### config.mk
export PLATFORM = sky130hd
export DESIGN_NAME = ntpss_seq
export DESIGN_NICKNAME = d
export VERILOG_FILES = /design/src/ntpss_pkg.sv /design/src/ntpss_seq.sv
export SDC_FILE = /design/constraint.sdc
export NUM_CORES = 1
export LEC_CHECK = 0
export BUFFER_PORTS_ARGS = -buffer_cell sky130_fd_sc_hd__buf_4
export CAP_MARGIN = 20
export CORE_ASPECT_RATIO = 2
export CORE_MARGIN = 2
export CORE_UTILIZATION = 62
export CTS_CLUSTER_SIZE = 28
export DETAILED_ROUTE_END_ITERATION = 12
export PLACE_DENSITY = 0.88
export SLEW_MARGIN = 15
export SYNTH_ARGS = -nofsm -noshare
export SYNTH_HDL_FRONTEND = slang
export SYNTH_SLANG_ARGS = --single-unit
### constraint.sdc
create_clock -name clk -period 19.3 [get_ports clk]
set_input_delay 1.93 -clock clk [delete_from_list [all_inputs] [get_ports clk]]
set_output_delay 1.93 -clock clk [all_outputs]
set_load 0.03 [all_outputs]
### src/ntpss_pkg.sv
// shared types and constants for the ntp sync sequencer
`timescale 1ns / 1ps

package ntpss_pkg;

	// ntp era starts 1900, unix era 1970
	localparam logic [31:0] NTP_UNIX_OFFSET = 32'd2208988800;

	// n / 1000 == (n * ceil(2^38 / 1000)) >> 38 for every 32-bit n
	localparam int          MS_RECIP_W     = 29;
	localparam logic [MS_RECIP_W-1:0] MS_RECIP = 29'd274877907;
	localparam int          MS_RECIP_SHIFT = 38;
	localparam int          MS_PROD_W      = 32 + MS_RECIP_W;
	localparam int          SECS_W         = MS_PROD_W - MS_RECIP_SHIFT;

	localparam int          CFG_INDEX_W    = 3;

	typedef enum logic [CFG_INDEX_W-1:0] {
		REG_SYNC_ENABLE       = 3'd0,
		REG_RESYNC_INTERVAL   = 3'd1,
		REG_MAX_TRIES         = 3'd2,
		REG_FIRST_KICK_GAP    = 3'd3,
		REG_RESEND_GAP        = 3'd4
	} cfg_reg_t;

	localparam logic        RST_SYNC_ENABLE     = 1'b0;
	localparam logic [31:0] RST_RESYNC_INTERVAL = 32'd3600000;
	localparam logic [7:0]  RST_MAX_TRIES       = 8'd3;
	localparam logic [15:0] RST_FIRST_KICK_GAP  = 16'd50;
	localparam logic [15:0] RST_RESEND_GAP      = 16'd400;

	typedef struct packed {
		logic        sync_enable;
		logic [31:0] resync_period_ms;
		logic [7:0]  try_limit;
		logic [15:0] first_kick_gap_ms;
		logic [15:0] resend_gap_ms;
	} cfg_regs_t;

	typedef struct packed {
		logic [SECS_W-1:0] secs;
		logic [31:0]       next_tick;
	} tick_info_t;

	typedef struct packed {
		logic        send_request;
		logic [31:0] epoch_utc;
		logic        time_valid;
		logic        synced;
		logic        gave_up;
		logic        bogus_reply;
	} result_t;

endpackage

### src/ntpss_seq.sv
// sync sequencer state and per-poll decision logic
`timescale 1ns / 1ps

module ntpss_seq (
	input  logic                   clk,
	input  logic                   arst_n,
	input  logic                   step,
	input  logic [31:0]            now_ms,
	input  logic                   reply_valid,
	input  logic [31:0]            reply_ntp_seconds,
	input  ntpss_pkg::cfg_regs_t   regs,
	input  ntpss_pkg::tick_info_t  tick,
	output logic [31:0]            last_tick,
	output ntpss_pkg::result_t     result
);

	logic [31:0] epoch_q;
	logic        have_time_q;
	logic [31:0] last_tick_q;
	logic [31:0] last_sync_q;
	logic [31:0] last_kick_q;
	logic [7:0]  try_q;

	logic [31:0] epoch_t;
	logic        due;
	logic        first_kick;
	logic        reply_ok;
	logic        after_first;
	logic        resend_chk;
	logic        resend;
	logic        give_up;
	logic        sync_ok;
	logic [31:0] epoch_n;
	logic        have_n;
	logic [31:0] tick_n;
	logic [31:0] sync_n;
	logic [31:0] kick_n;
	logic [7:0]  try_n;

	assign last_tick = last_tick_q;

	always_comb begin
		epoch_t     = have_time_q ? epoch_q + 32'(tick.secs) : epoch_q;
		due         = regs.sync_enable &&
			(!have_time_q || (now_ms - last_sync_q) >= regs.resync_period_ms);
		first_kick  = (try_q == 8'd0) &&
			((now_ms - last_kick_q) >= 32'(regs.first_kick_gap_ms));
		reply_ok    = reply_ntp_seconds >= ntpss_pkg::NTP_UNIX_OFFSET;
		after_first = due && !first_kick;
		sync_ok     = after_first && reply_valid && reply_ok;
		// a bogus reply still falls through to the resend check
		resend_chk  = after_first && !sync_ok &&
			((now_ms - last_kick_q) >= 32'(regs.resend_gap_ms));
		resend      = resend_chk && (try_q < regs.try_limit);
		give_up     = resend_chk && !(try_q < regs.try_limit);

		epoch_n = sync_ok ? reply_ntp_seconds - ntpss_pkg::NTP_UNIX_OFFSET : epoch_t;
		have_n  = have_time_q || sync_ok;
		tick_n  = sync_ok ? now_ms : tick.next_tick;
		sync_n  = (sync_ok || give_up) ? now_ms : last_sync_q;
		kick_n  = ((due && first_kick) || resend) ? now_ms : last_kick_q;

		priority if (due && first_kick) begin
			try_n = 8'd1;
		end else if (sync_ok || give_up) begin
			try_n = 8'd0;
		end else if (resend) begin
			try_n = try_q + 8'd1;
		end else begin
			try_n = try_q;
		end

		result.send_request = (due && first_kick) || resend;
		result.epoch_utc    = epoch_n;
		result.time_valid   = have_n && (epoch_n != 32'd0);
		result.synced       = sync_ok;
		result.gave_up      = give_up;
		result.bogus_reply  = after_first && reply_valid && !reply_ok;
	end

	always_ff @(posedge clk or negedge arst_n) begin
		if (!arst_n) begin
			epoch_q     <= '0;
			have_time_q <= 1'b0;
			last_tick_q <= '0;
			last_sync_q <= '0;
			last_kick_q <= '0;
			try_q       <= '0;
		end else if (step) begin
			epoch_q     <= epoch_n;
			have_time_q <= have_n;
			last_tick_q <= tick_n;
			last_sync_q <= sync_n;
			last_kick_q <= kick_n;
			try_q       <= try_n;
		end
	end

endmodule

==> impl_metrics.json <==
{
  "period_share_pct": 59.7,
  "synthMuxAreaShare_pct": 9.87,
  "vias": 12900,
  "status": "finished clean",
  "leakage_nw": 7.87,
  "syn-cell-area_sq_um": 13200,
  "ys_seq_elements": 137,
  "grt_pass1_wl_um": 65400,
  "rsz0062_at_grt": "no",
  "post-route-util_pct": 76.6,
  "synthTopCellsByCount": "inv_1 (162), ha_1 (159), a21oi_1 (140)",
  "postCtsHoldBufs": 0,
  "max-cap-violations": 0,
  "fill_cells": 1555,
  "synthAdderAreaFrac_pct": 15.5,
  "setup_ws_ns": 7.78,
  "dpl.hpwl_um": 31600,
  "cp_num_buf_inv": 4,
  "synthXorXnorAreaFrac_pct": 6.29,
  "synth_top_family_by_area": "compound AO/OA/AOI/OAI gates",
  "synth_edf_count": 0,
  "io_buffers": 264,
  "dieArea_sq_um": 22600,
  "yosysWarnings": 0,
  "max_stage_delay_ns": 0.69,
  "grt_use_total_pct": 37.2,
  "whs_path_depth": 1,
  "reg2reg_setup_slack_ns": 11.53,
  "worst_hold_path_type": "register to register",
  "first_iter_violations": 773,
  "worstPathRequired_ns": 17.37,
  "worst_slew_pin_slew_ns": 0.983,
  "coreArea_sq_um": 20900,
  "root_buffer": "clkbuf_16",
  "path_common_cell": "o21ai_0",
  "critPathArrivalTime_ns": 9.59,
  "crit_cells": 31,
  "instances_no_fill": 2114,
  "cts_buffer_depth": 2,
  "die_w_um": 107,
  "worstHoldStart": "last_kick_q[9]$_DFFE_PN0P_",
  "grt_max_degree": 74,
  "area_growth_pct": 21.2,
  "drive_gt1_share_pct": 21.3,
  "rows": 75,
  "route.detailed.drc": 0,
  "power_density_nw_per_um2": 176,
  "fin_nets": 2186,
  "ant_nets": 0,
  "end_kind": "primary output",
  "postCtsResizedCells": 0,
  "synth_most_common_cell": "inv_1",
  "die_y_um": 211,
  "yosysTopAreaCell": "dfrtp_1",
  "max_clock_freq_mhz": 86.8,
  "avgRoutedWirePerCell_um": 19.3,
  "fin_worst_hold_slack_ns": 0.491,
  "totalWireLength_um": 40800,
  "synthArstFlopShare_pct": 100,
  "crit_path_max_fanout": 53,
  "dp.cells": 2077,
  "relSlewSlack_pct": 33.9,
  "synth_fp_nets": 1944,
  "drv_slew": 0,
  "routed_via_density": 6.10,
  "post_cts_buffers": 0,
  "synth_top_area_share_pct": 25.9,
  "overflow": 0,
  "synth_cells": 1586,
  "start_util_pct": 63.2,
  "ys.flop_type": "dfrtp_1",
  "synth_compound_area_share_pct": 20.0,
  "path_clk_slew_ns": 0.06,
  "cts_tree": "yes",
  "drt-pass1-iter-count": 7,
  "io_pins": 265,
  "clk_latency_ns": 0.46,
  "critPathSlowestCell": "buf_4",
  "regToRegEndpoint": "epoch_q[9]$_DFFE_PN0P_",
  "peakVddDrop_mv": 0.117,
  "place_worst_setup_slack_ns": 8.00,
  "htree_levels": 4,
  "rr_worst_depth": 30,
  "critPathKind": "input pin to primary output",
  "synth.area.top_cells": "dfrtp_1 (26%), ha_1 (15%), a21oi_1 (5.3%)",
  "cp_top_family": "compound AO/OA/AOI/OAI gates",
  "yosysSeqAreaShare_pct": 25.9,
  "min_period_ns": 11.52,
  "whs_endpoint": "last_kick_q[9]$_DFFE_PN0P_",
  "syn_area_per_cell_sq_um": 8.34,
  "numClockSinks": 137,
  "hold_viol": 0,
  "critPathLaunchType": "input pin",
  "setup_viol": 0,
  "place.gp.congestion": 0.971,
  "first_global_vias": 13500,
  "cts_buffers": 17,
  "timing.rr.start": "last_sync_q[1]$_DFFE_PN0P_",
  "fin_skew_ns": 0.0168,
  "fin_setup_tns_ns": 0,
  "synth-simple-area-share_pct": 16.1,
  "ys_types": 75,
  "grt_antenna_before_repair": 4
}
## registers in the layout, indices dropped and copies added (netlist names)
name and cells:
epoch_q 32, last_kick_q 32, last_sync_q 32, last_tick 32
try_q 8, have_time_q 1
## cell usage in the layout (no fill, tap or decap), types with 34 or more instances in the layout
cell and n:
nor2_1 127, dfrtp_1 137, mux2i_1 54, inv_1 162, a21oi_1 140, buf_4 270, o21ai_0 74, xor2_1 34
ha_1 159, nand2_1 114, mux2_2 62, a21o_1 43, xnor2_1 61
## stage by stage
step / power (mW) / instance area (sq um)
floorplan: 1.89 / 13200
global placement: 2.36 / 15400
detailed placement: 2.43 / 15400
CTS: 2.80 / 16000
global route: 3.05 / 16000
finish: 2.82 / 16000
## cells by family (layout without fill, tap and decap cells)
family	after synthesis	count (layout)
AND/OR/NAND/NOR	436	436
other	0	4
flip-flops	137	137
multiplexers	122	122
AO/OA/AOI/OAI	422	422
adder cells (fa/ha/maj)	162	162
buffers and inverters	212	467
XOR/XNOR	95	95
## metal layers
| layer | GRT usage, % | vias to the layer above | wire length (um) |
|---|---|---|---|
| met1 | 35.2 | 6084 | 13800 |
| met2 | 68.7 | 507 | 21900 |
| met3 | 7.48 | 176 | 2100 |
| met5 | 0 | - | 0 |
| li1 | - | 6118 | - |
| met4 | 27.0 | 0 | 3000 |
## layout make-up
cell class              count  area [sq um]  share of cell area, %
diodes                      4          10.0                 0.0624
inverters                 163           612                   3.82
repair buffers            272          2070                   12.9
multi-input cells        1237          8970                   55.9
flip-flops and latches    137          3430                   21.4
well taps                 269           337                   2.10
clock inverters            12           148                  0.921
clock buffers              20           467                   2.91
## how the worst max path moves through the flow
| stage | slack (ns) | from | end |
|---|---|---|---|
| 4_1_cts | 7.96 | now_ms[1] | result[3] |
| 6_report | 7.78 | now_ms[1] | result[3] |
| 2_1_floorplan | 9.45 | now_ms[0] | result[3] |
| 3_3_place_gp | 8.20 | now_ms[0] | result[3] |
| 5_1_grt | 7.35 | now_ms[0] | result[3] |
| 3_5_place_dp | 8.00 | now_ms[0] | result[3] |
## power breakdown
group / internal [mW] / total [mW] / switching [mW]
combinational: 0.832 / 2.00 / 1.17
sequential: 0.405 / 0.479 / 0.0741
clock: 0.212 / 0.346 / 0.134
total: 1.45 / 2.82 / 1.37
Note: power is estimated with default switching activity, not from simulation.
