==> src/ntpss_pkg.sv <==
// shared types and constants for the ntp sync sequencer
`timescale 1ns / 1ps

package ntpss_pkg;

	// ntp era starts 1900, unix era 1970
	localparam logic [31:0] NTP_UNIX_OFFSET = 32'd2208988800;

	// n / 1000 == (n * ceil(2^38 / 1000)) >> 38 for every 32-bit n
	localparam int          MS_RECIP_W     = 29;
	localparam logic [MS_RECIP_W-1:0] MS_RECIP = 29'd274877907;
	localparam int          MS_RECIP_SHIFT = 38;
	localparam int          MS_PROD_W      = 32 + MS_RECIP_W;
	localparam int          SECS_W         = MS_PROD_W - MS_RECIP_SHIFT;

	localparam int          CFG_INDEX_W    = 3;

	typedef enum logic [CFG_INDEX_W-1:0] {
		REG_SYNC_ENABLE       = 3'd0,
		REG_RESYNC_INTERVAL   = 3'd1,
		REG_MAX_TRIES         = 3'd2,
		REG_FIRST_KICK_GAP    = 3'd3,
		REG_RESEND_GAP        = 3'd4
	} cfg_reg_t;

	localparam logic        RST_SYNC_ENABLE     = 1'b0;
	localparam logic [31:0] RST_RESYNC_INTERVAL = 32'd3600000;
	localparam logic [7:0]  RST_MAX_TRIES       = 8'd3;
	localparam logic [15:0] RST_FIRST_KICK_GAP  = 16'd50;
	localparam logic [15:0] RST_RESEND_GAP      = 16'd400;

	typedef struct packed {
		logic        sync_enable;
		logic [31:0] resync_period_ms;
		logic [7:0]  try_limit;
		logic [15:0] first_kick_gap_ms;
		logic [15:0] resend_gap_ms;
	} cfg_regs_t;

	typedef struct packed {
		logic [SECS_W-1:0] secs;
		logic [31:0]       next_tick;
	} tick_info_t;

	typedef struct packed {
		logic        send_request;
		logic [31:0] epoch_utc;
		logic        time_valid;
		logic        synced;
		logic        gave_up;
		logic        bogus_reply;
	} result_t;

endpackage

==> src/ntpss_cfg.sv <==
// configuration register file for the ntp sync sequencer
`timescale 1ns / 1ps

module ntpss_cfg (
	input  logic                                clk,
	input  logic                                arst_n,
	input  logic                                cfg_valid,
	output logic                                cfg_ready,
	input  logic [ntpss_pkg::CFG_INDEX_W-1:0]   cfg_index,
	input  logic [31:0]                         cfg_data,
	output ntpss_pkg::cfg_regs_t                regs
);

	ntpss_pkg::cfg_regs_t regs_q;

	assign cfg_ready = 1'b1;
	assign regs      = regs_q;

	always_ff @(posedge clk or negedge arst_n) begin
		if (!arst_n) begin
			regs_q.sync_enable        <= ntpss_pkg::RST_SYNC_ENABLE;
			regs_q.resync_period_ms   <= ntpss_pkg::RST_RESYNC_INTERVAL;
			regs_q.try_limit          <= ntpss_pkg::RST_MAX_TRIES;
			regs_q.first_kick_gap_ms  <= ntpss_pkg::RST_FIRST_KICK_GAP;
			regs_q.resend_gap_ms      <= ntpss_pkg::RST_RESEND_GAP;
		end else if (cfg_valid && cfg_ready) begin
			unique case (cfg_index)
				ntpss_pkg::REG_SYNC_ENABLE:     regs_q.sync_enable        <= cfg_data[0];
				ntpss_pkg::REG_RESYNC_INTERVAL: regs_q.resync_period_ms   <= cfg_data;
				ntpss_pkg::REG_MAX_TRIES:       regs_q.try_limit          <= cfg_data[7:0];
				ntpss_pkg::REG_FIRST_KICK_GAP:  regs_q.first_kick_gap_ms  <= cfg_data[15:0];
				ntpss_pkg::REG_RESEND_GAP:      regs_q.resend_gap_ms      <= cfg_data[15:0];
				default: ;
			endcase
		end
	end

endmodule

==> config.mk <==
export PLATFORM = sky130hd
export DESIGN_NAME = ntpss_cfg
export DESIGN_NICKNAME = d
export VERILOG_FILES = /design/src/ntpss_pkg.sv /design/src/ntpss_cfg.sv
export SDC_FILE = /design/constraint.sdc
export NUM_CORES = 1
export LEC_CHECK = 0
export ABC_AREA = 1
export BUFFER_PORTS_ARGS = -buffer_cell sky130_fd_sc_hd__buf_4
export CAP_MARGIN = 40
export CORE_MARGIN = 10
export CORE_UTILIZATION = 35
export DETAILED_ROUTE_END_ITERATION = 10
export PLACE_DENSITY = 0.66
export SYNTH_ARGS = -nofsm -noshare
export SYNTH_HDL_FRONTEND = slang
export SYNTH_SLANG_ARGS = --single-unit
==> constraint.sdc <==
create_clock -name clk -period 0.8 [get_ports clk]
set_input_delay 0.12 -clock clk [delete_from_list [all_inputs] [get_ports clk]]
set_output_delay 0.12 -clock clk [all_outputs]
set_load 0.01 [all_outputs]
==> results of run 1 <==
-- Yosys cell counts --
library cell,n
nand2_1,167
nand3_1,57
dfrtp_1,54
dfstp_2,19
buf_2,12
inv_1,5
nor2_2,4
buf_4,3
nand2_2,3
buf_6,1
clkinv_1,1
conb_1,1
nor2_4,1
-- kinds of logic after synthesis --
kind of cell,Yosys count
buffers and inverters,22
flip-flops,73
other,1
AND/OR/NAND/NOR,232
-- power by group --
part,internal [uW],switching (uW)
Combinational,2120,1460
Sequential,4520,544
Clock,1470,1460
-- layout make-up --
type | count | area [sq um] | share of cell area
Clock buffer | 9 | 124 | 0.0251
Clock inverter | 7 | 77.6 | 0.0157
Inverter | 6 | 22.5 | 0.00457
Multi-Input combinational cell | 233 | 998 | 0.202
Sequential cell | 73 | 1850 | 0.375
Tap cell | 105 | 131 | 0.0266
Timing Repair Buffer | 174 | 1730 | 0.350
-- per-layer routing --
metal | global-route usage | up-vias
met2 | 0.252 | 72
met5 | 0 | -
met4 | 0.0566 | 0
li1 | - | 1367
met1 | 0.172 | 1357
met3 | 0.0558 | 11
-- metrics by stage --
| step | cells | setup WS (ps) | setup TNS, ps | cell area, sq um | total power, uW |
|---|---|---|---|---|---|
| CTS | 597 | -350 | -17770 | 4820 | 11500 |
| detailed placement | 544 | -204 | -12330 | 4010 | 7710 |
| floorplan | 328 | -23.1 | -461 | 2950 | 5950 |
| finish | 607 | -324 | -16230 | 4930 | 11600 |
| global placement | 544 | -182 | -10350 | 4010 | 7630 |
| global route | 607 | -367 | -19630 | 4930 | 12200 |
-- placed cells by master, fill, tap and decap left out --
master         Yosys  layout
buf_12             0       6
buf_4              3      68
buf_6              1      78
bufinv_16          0       1
clkbuf_8           0       9
clkinv_1           1       1
clkinv_2           0       1
clkinv_4           0       2
clkinvlp_4         0       1
conb_1             1       1
dfrtp_1           54      54
dfstp_2           19      19
dlygate4sd3_1      0      22
inv_1              5       5
inv_6              0       2
nand2_1          167     160
nand2_2            3       9
nand2_4            0       1
nand3_1           57      57
nor2_2             4       3
nor2_4             1       2
-- timing repair --
action	4_1_cts	5_1_grt
setup endpoints to repair	73	77
pin swaps	1	5
buffers inserted	15	11
endpoints found under the hold margin	94	0
gates resized for setup	73	13
hold buffers	22	0
gates cloned	0	0
-- path summary, 6_finish.rpt --
kind                                        end  slack, ps                 start
hold reg to reg            regs[55]$_DFFE_PN1P_        470  regs[55]$_DFFE_PN1P_
hold / removal             regs[22]$_DFFE_PN0P_         10           cfg_data[6]
setup reg to reg           regs[47]$_DFFE_PN1P_        -90  regs[47]$_DFFE_PN1P_
min in group asynchronous  regs[65]$_DFFE_PN0P_        290                arst_n
setup / recovery                       regs[49]       -320  regs[49]$_DFFE_PN1P_
max in group asynchronous  regs[55]$_DFFE_PN1P_        240                arst_n
==> summary.md, run 1 <==
| Metric | Value |
|---|---|
| Synth Cell Area | `2940 sq um` |
| H-tree levels | `3` |
| Die W | `112 um` |
| Io pins | `112` |
| Simple-gate share of the synthesized area | `0.329` |
| Compound-Gate Fraction of Synth Area | `0` |
| Total grt overflow | `0` |
| Total track usage | `0.151` |
| N_diodes | `0` |
| Share of the synthesized area in the top cell type | `0.460` |
| Layout cells sized above 1 | `0.402` |
| DR WL met3 | `638 um` |
| Req. time, crit path | `680 ps` |
| Kind of critical path | `reg2out` |
| Yosys top cell by area | `dfrtp_1` |
| Final Hold Violating Endpoints | `0` |
| Via-to-Cell Ratio | `4.62` |
| Clk sink count | `73` |
| Failing checks | `negative setup slack` |
| Cell at the slowest stage of the critical path | `dfstp_2` |
| Worst path cell trace | `buf_6` |
| RSZ-0062 raised after global routing | `yes` |
| Post-Synth Adder-Cell Area | `0` |
| CTS max path bufs | `2` |
| Power density cells | `2350 nW/um^2` |
| Leakage power | `0.00261 uW` |
| Met2 WL | `4.96 mm` |
| Startpoint Class | `flop` |
| Top layer in use | `met4` |
| Worst Path Arrival | `1000 ps` |
| Placer Congestion | `0.783` |
| CP top delay family | `flip-flops` |
| Crit path depth | `1` |
| Setup Skew | `0 ps` |
| Largest net degree at the start of global routing | `38` |
| Site Rows | `33` |
| # Max-Cap Violations | `0` |
| Hold slack | `15.0 ps` |
| Syn Nets | `366` |
| CTS buffer count | `9` |
| Yosys reg bits | `73` |
| R2R cell count | `4` |
| Mean Syn Cell Area | `8.96 sq um` |
| Fill cells | `692` |
| Layout net count | `535` |
| Crit end category | `primary output` |
| CTS tree | `yes` |
| Final period util | `1.41` |
| Cell variety after synth | `13` |
| Crit-path max cell delay | `560 ps` |
| Die H | `112 um` |
| DRT antenna net count | `0` |
| Root buffer cell | `clkbuf_8` |
| DRT iter0 DRCs | `112` |
| Hold Path Stages | `3` |
| Via count | `2807` |
| DP Wirelength | `6.79 mm` |
| Layout area overhead | `67.9%` |
| Worst min path class | `in2reg` |
| Worst skew pair latency | `340 ps` |
| Top post-synthesis cells by area | `dfrtp_1 (46%), nand2_1 (21%), dfstp_2 (17%)` |
| Post-synthesis xor/xnor area fraction | `0` |
| Mux contribution to synthesized area | `0` |
| FMAX | `889 MHz` |
| M1 WL | `3.94 mm` |
| Core Area | `8180 sq um` |
| Max reg flops | `73` |
| 1st-pass router iterations | `4` |
| Vias in the first global route | `2801` |
| DR DRC count | `0` |
| Worst-path fanout max | `2` |
| First-pass GRT wire length | `15.2 mm` |
| Largest family of logic cells by synthesized area | `simple AND/OR/NAND/NOR gates` |
| VDD IR max | `0.00119 V` |
| Synth Instances | `328` |
| Die ar. | `12500 sq um` |
| Crit path time final | `1120 ps` |
| Sequential fraction of the synthesis area | `0.630` |
| Starting density of the core | `0.359` |
| Status | `complete, but fails checks` |
| Final WL | `9.69 mm` |
| Final setup vio count | `77` |
| Pins Over Slew Limit | `0` |
| DR WL/cell | `16.0 um` |
| Core Util, Final | `0.603` |
| Warnings, synthesis | `0` |
| Initial antenna violation count | `0` |
| Final WS setup | `-324 ps` |
| Clk slew on worst S/H paths | `90 ps` |
| Port bufs | `110` |
| CP bufs+invs | `1` |
No activity file was read; power rests on OpenSTA's default activity.
==> run 2: changes to the inputs <==
CORE_MARGIN = 1.5   (was 10)
TNS_END_PERCENT = 5   (was unset)
==> run 2 against run 1 <==
Net effect: the run still ends with negative setup slack left; critical path depth stayed put; largest power group unchanged; routed wire length fell by 15%; clock skew is the same.
==> summary.md, run 2 (synthesis gave the netlist of run 1 again) <==
| Metric | Value |
|---|---|
| Worst skew pair latency | `330 ps (was 340 ps)` |
| Final WL | `8.22 mm (was 9.69 mm)` |
| DR DRC count | `0 (unchanged)` |
| GR Layer Usage met2 | `0.323 (was 0.252)` |
| Final period util | `1.40 (was 1.41)` |
| Kind of critical path | `reg2out (unchanged)` |
| R2R cell count | `2 (was 4)` |
| Fill cells | `761 (was 692)` |
| Layout area overhead | `59.2% (was 67.9%)` |
| # Max-Cap Violations | `0 (unchanged)` |
| Largest net degree at the start of global routing | `42 (was 38)` |
| Setup TNS | `-15510 ps (was -16230 ps)` |
| Psw | `3130 uW (was 3470 uW)` |
| Via count | `2717 (was 2807)` |
| Clk sink count | `73 (unchanged)` |
| Layout net count | `506 (was 535)` |
| Final WS setup | `-320 ps (was -324 ps)` |
| Crit-path max cell delay | `560 ps (about the same)` |
| Req. time, crit path | `680 ps (about the same)` |
| CTS tree | `yes (unchanged)` |
| DRT antenna net count | `0 (unchanged)` |
| Crit path launch | `regs[4]$_DFFE_PN1P_ (was regs[49]$_DFFE_PN1P_)` |
| CTS buffer count | `9 (unchanged)` |
| 1st-pass router iterations | `4 (unchanged)` |
| Die W | `94.6 um (was 112 um)` |
| Reg2reg start | `regs[33]$_DFFE_PN1P_ (was regs[47]$_DFFE_PN1P_)` |
| Met1 GRT Util | `0.256 (was 0.172)` |
| Hold slack | `10.4 ps (was 15.0 ps)` |
| Gr busiest metal | `met2 (unchanged)` |
| Via-to-Cell Ratio | `4.70 (was 4.62)` |
| Pins Over Slew Limit | `0 (unchanged)` |
| H-tree levels | `3 (unchanged)` |
| Worst min path class | `in2reg (unchanged)` |
| RSZ-0062 raised after global routing | `yes (unchanged)` |
| Setup Skew | `0 ps (unchanged)` |
| Worst-path fanout max | `2 (unchanged)` |
| Clk slew on worst S/H paths | `80 ps (was 90 ps)` |
| Worst Path Arrival | `1000 ps (about the same)` |
| Status | `complete, but fails checks (unchanged)` |
| Leakage power | `0.00247 uW (was 0.00261 uW)` |
| Total track usage | `0.199 (was 0.151)` |
| Failing checks | `negative setup slack (unchanged)` |
| Reg power frac | `0.447 (was 0.437)` |
| Io pins | `112 (unchanged)` |
| Startpoint Class | `flop (unchanged)` |
| Commonest non-fill, non-tap cell in the layout | `nand2_1 (unchanged)` |
| Crit end category | `primary output (unchanged)` |
| N_diodes | `0 (unchanged)` |
| Die ar. | `8950 sq um (was 12500 sq um)` |
| Starting density of the core | `0.359 (unchanged)` |
| R2R setup slack | `80 ps (was -90 ps)` |
| Port bufs | `110 (unchanged)` |
| Vias in the first global route | `2737 (was 2801)` |
| Crit path depth | `1 (unchanged)` |
| CP bufs+invs | `1 (unchanged)` |
| Die H | `94.6 um (was 112 um)` |
| Comb power frac | `0.269 (was 0.309)` |
| First-pass GRT wire length | `13.4 mm (was 15.2 mm)` |
| Worst R2R End | `regs[33]$_DFFE_PN1P_ (was regs[47]$_DFFE_PN1P_)` |
| Cell at the slowest stage of the critical path | `dfstp_2 (unchanged)` |
| Met3 usage | `0.0419 (was 0.0558)` |
| Core Area | `8180 sq um (unchanged)` |
| Sw Ratio | `0.276 (was 0.300)` |
| CP top delay family | `flip-flops (unchanged)` |
| Final setup vio count | `73 (was 77)` |
| FMAX | `893 MHz (was 889 MHz)` |
| Root buffer cell | `clkbuf_8 (unchanged)` |
| Worst path cell trace | `buf_6 (unchanged)` |
| Most frequent cells in the layout | `nand2_1 (167), buf_6 (73), nand3_1 (57) (was nand2_1 (160), buf_6 (78), buf_4 (68))` |
| Crit path time final | `1120 ps (about the same)` |
| DP Wirelength | `5.69 mm (was 6.79 mm)` |
| Max reg flops | `73 (unchanged)` |
| Critical path capture point | `regs[4] (was regs[49])` |
| Layout cells sized above 1 | `0.359 (was 0.402)` |
| CTS max path bufs | `2 (unchanged)` |
| Power density cells | `2430 nW/um^2 (was 2350 nW/um^2)` |
| Total grt overflow | `0 (unchanged)` |
| Power Internal | `8230 uW (was 8100 uW)` |
| Clk pwr share | `0.284 (was 0.253)` |
| DR WL/cell | `14.2 um (was 16.0 um)` |
| Initial antenna violation count | `0 (unchanged)` |
| Placer Congestion | `0.780 (was 0.783)` |
| DRT iter0 DRCs | `124 (was 112)` |
| Final Hold Violating Endpoints | `0 (unchanged)` |
| VDD IR max | `0.00126 V (was 0.00119 V)` |
| Site Rows | `33 (unchanged)` |
-- run 2: cell types whose count changed in the layout (fill, tap and decap cells not counted), sizes merged --
| cell | change |
|---|---|
| dlygate4sd3 | -7 |
| buf | -22 |
| inv | -2 |
| bufinv | +1 |
| clkbuf | +5 |
| clkinvlp | -1 |
| clkinv | -3 |
-- run 2: metrics by stage --
step | power [uW] | instances | util | instance area [sq um] | setup slack [ps]
after floorplan | 5950 | 328 | - | 2940 | -23.1
after global placement | 7550 | 547 | 0.493 | 4030 | -170
after detailed placement | 7610 | 547 | 0.493 | 4030 | -194
after CTS | 11500 | 578 | 0.572 | 4680 | -337
after global routing | 12000 | 578 | 0.572 | 4680 | -361
final | 11400 | 578 | 0.572 | 4680 | -320
-- run 2: final cells by class --
class / instances / area, sq um / share of cell area
clock inverters: 2 / 60.1 / 0.0128
inverters: 6 / 22.5 / 0.00481
repair buffers: 145 / 1480 / 0.315
flip-flops and latches: 73 / 1850 / 0.396
multi-input cells: 233 / 976 / 0.209
clock buffers: 14 / 163 / 0.0348
well taps: 105 / 131 / 0.0281
-- run 2: repair_timing --
action,4_1_cts,5_1_grt
setup buffers,0,0
setup endpoints to repair,73,73
resized for setup,73,0
endpoints found under the hold margin,77,0
hold buffers,15,0
-- run 2: worst min-delay path by stage --
stage	startpoint	to	slack, ps	cells after the start
final	cfg_data[31]	regs[71]$_DFFE_PN0P_	10	3
after CTS	cfg_data[18]	regs[58]$_DFFE_PN1P_	0.02	3
after global placement	arst_n	regs[64]$_DFFE_PN0P_	110	2
after floorplan	arst_n	regs[0]$_DFFE_PN0P_	-180	0
after global routing	cfg_data[23]	regs[63]$_DFFE_PN0P_	2	3
after detailed placement	arst_n	regs[62]$_DFFE_PN0P_	110	2
-- run 2: power groups by stage --
stage / registers (uW) / logic, uW / clock network, uW
4_1_cts: 5070 / 3090 / 3300
3_5_place_dp: 4990 / 2620 / 0
6_report: 5070 / 3050 / 3230
2_1_floorplan: 5270 / 676 / 0
5_1_grt: 5150 / 3360 / 3510
3_3_place_gp: 4980 / 2570 / 0
-- run 2: worst reg2reg max path: cells and delay by family, from the launching register on --
family,cells,cell delay [ps]
DFF,1,550
and+or+nand+nor,2,120
-- run 2: layer usage --
layer	vias up	wire length (um)
met1	1303	3700
met4	0	126
met3	13	452
li1	1310	-
met5	-	0
met2	91	3940
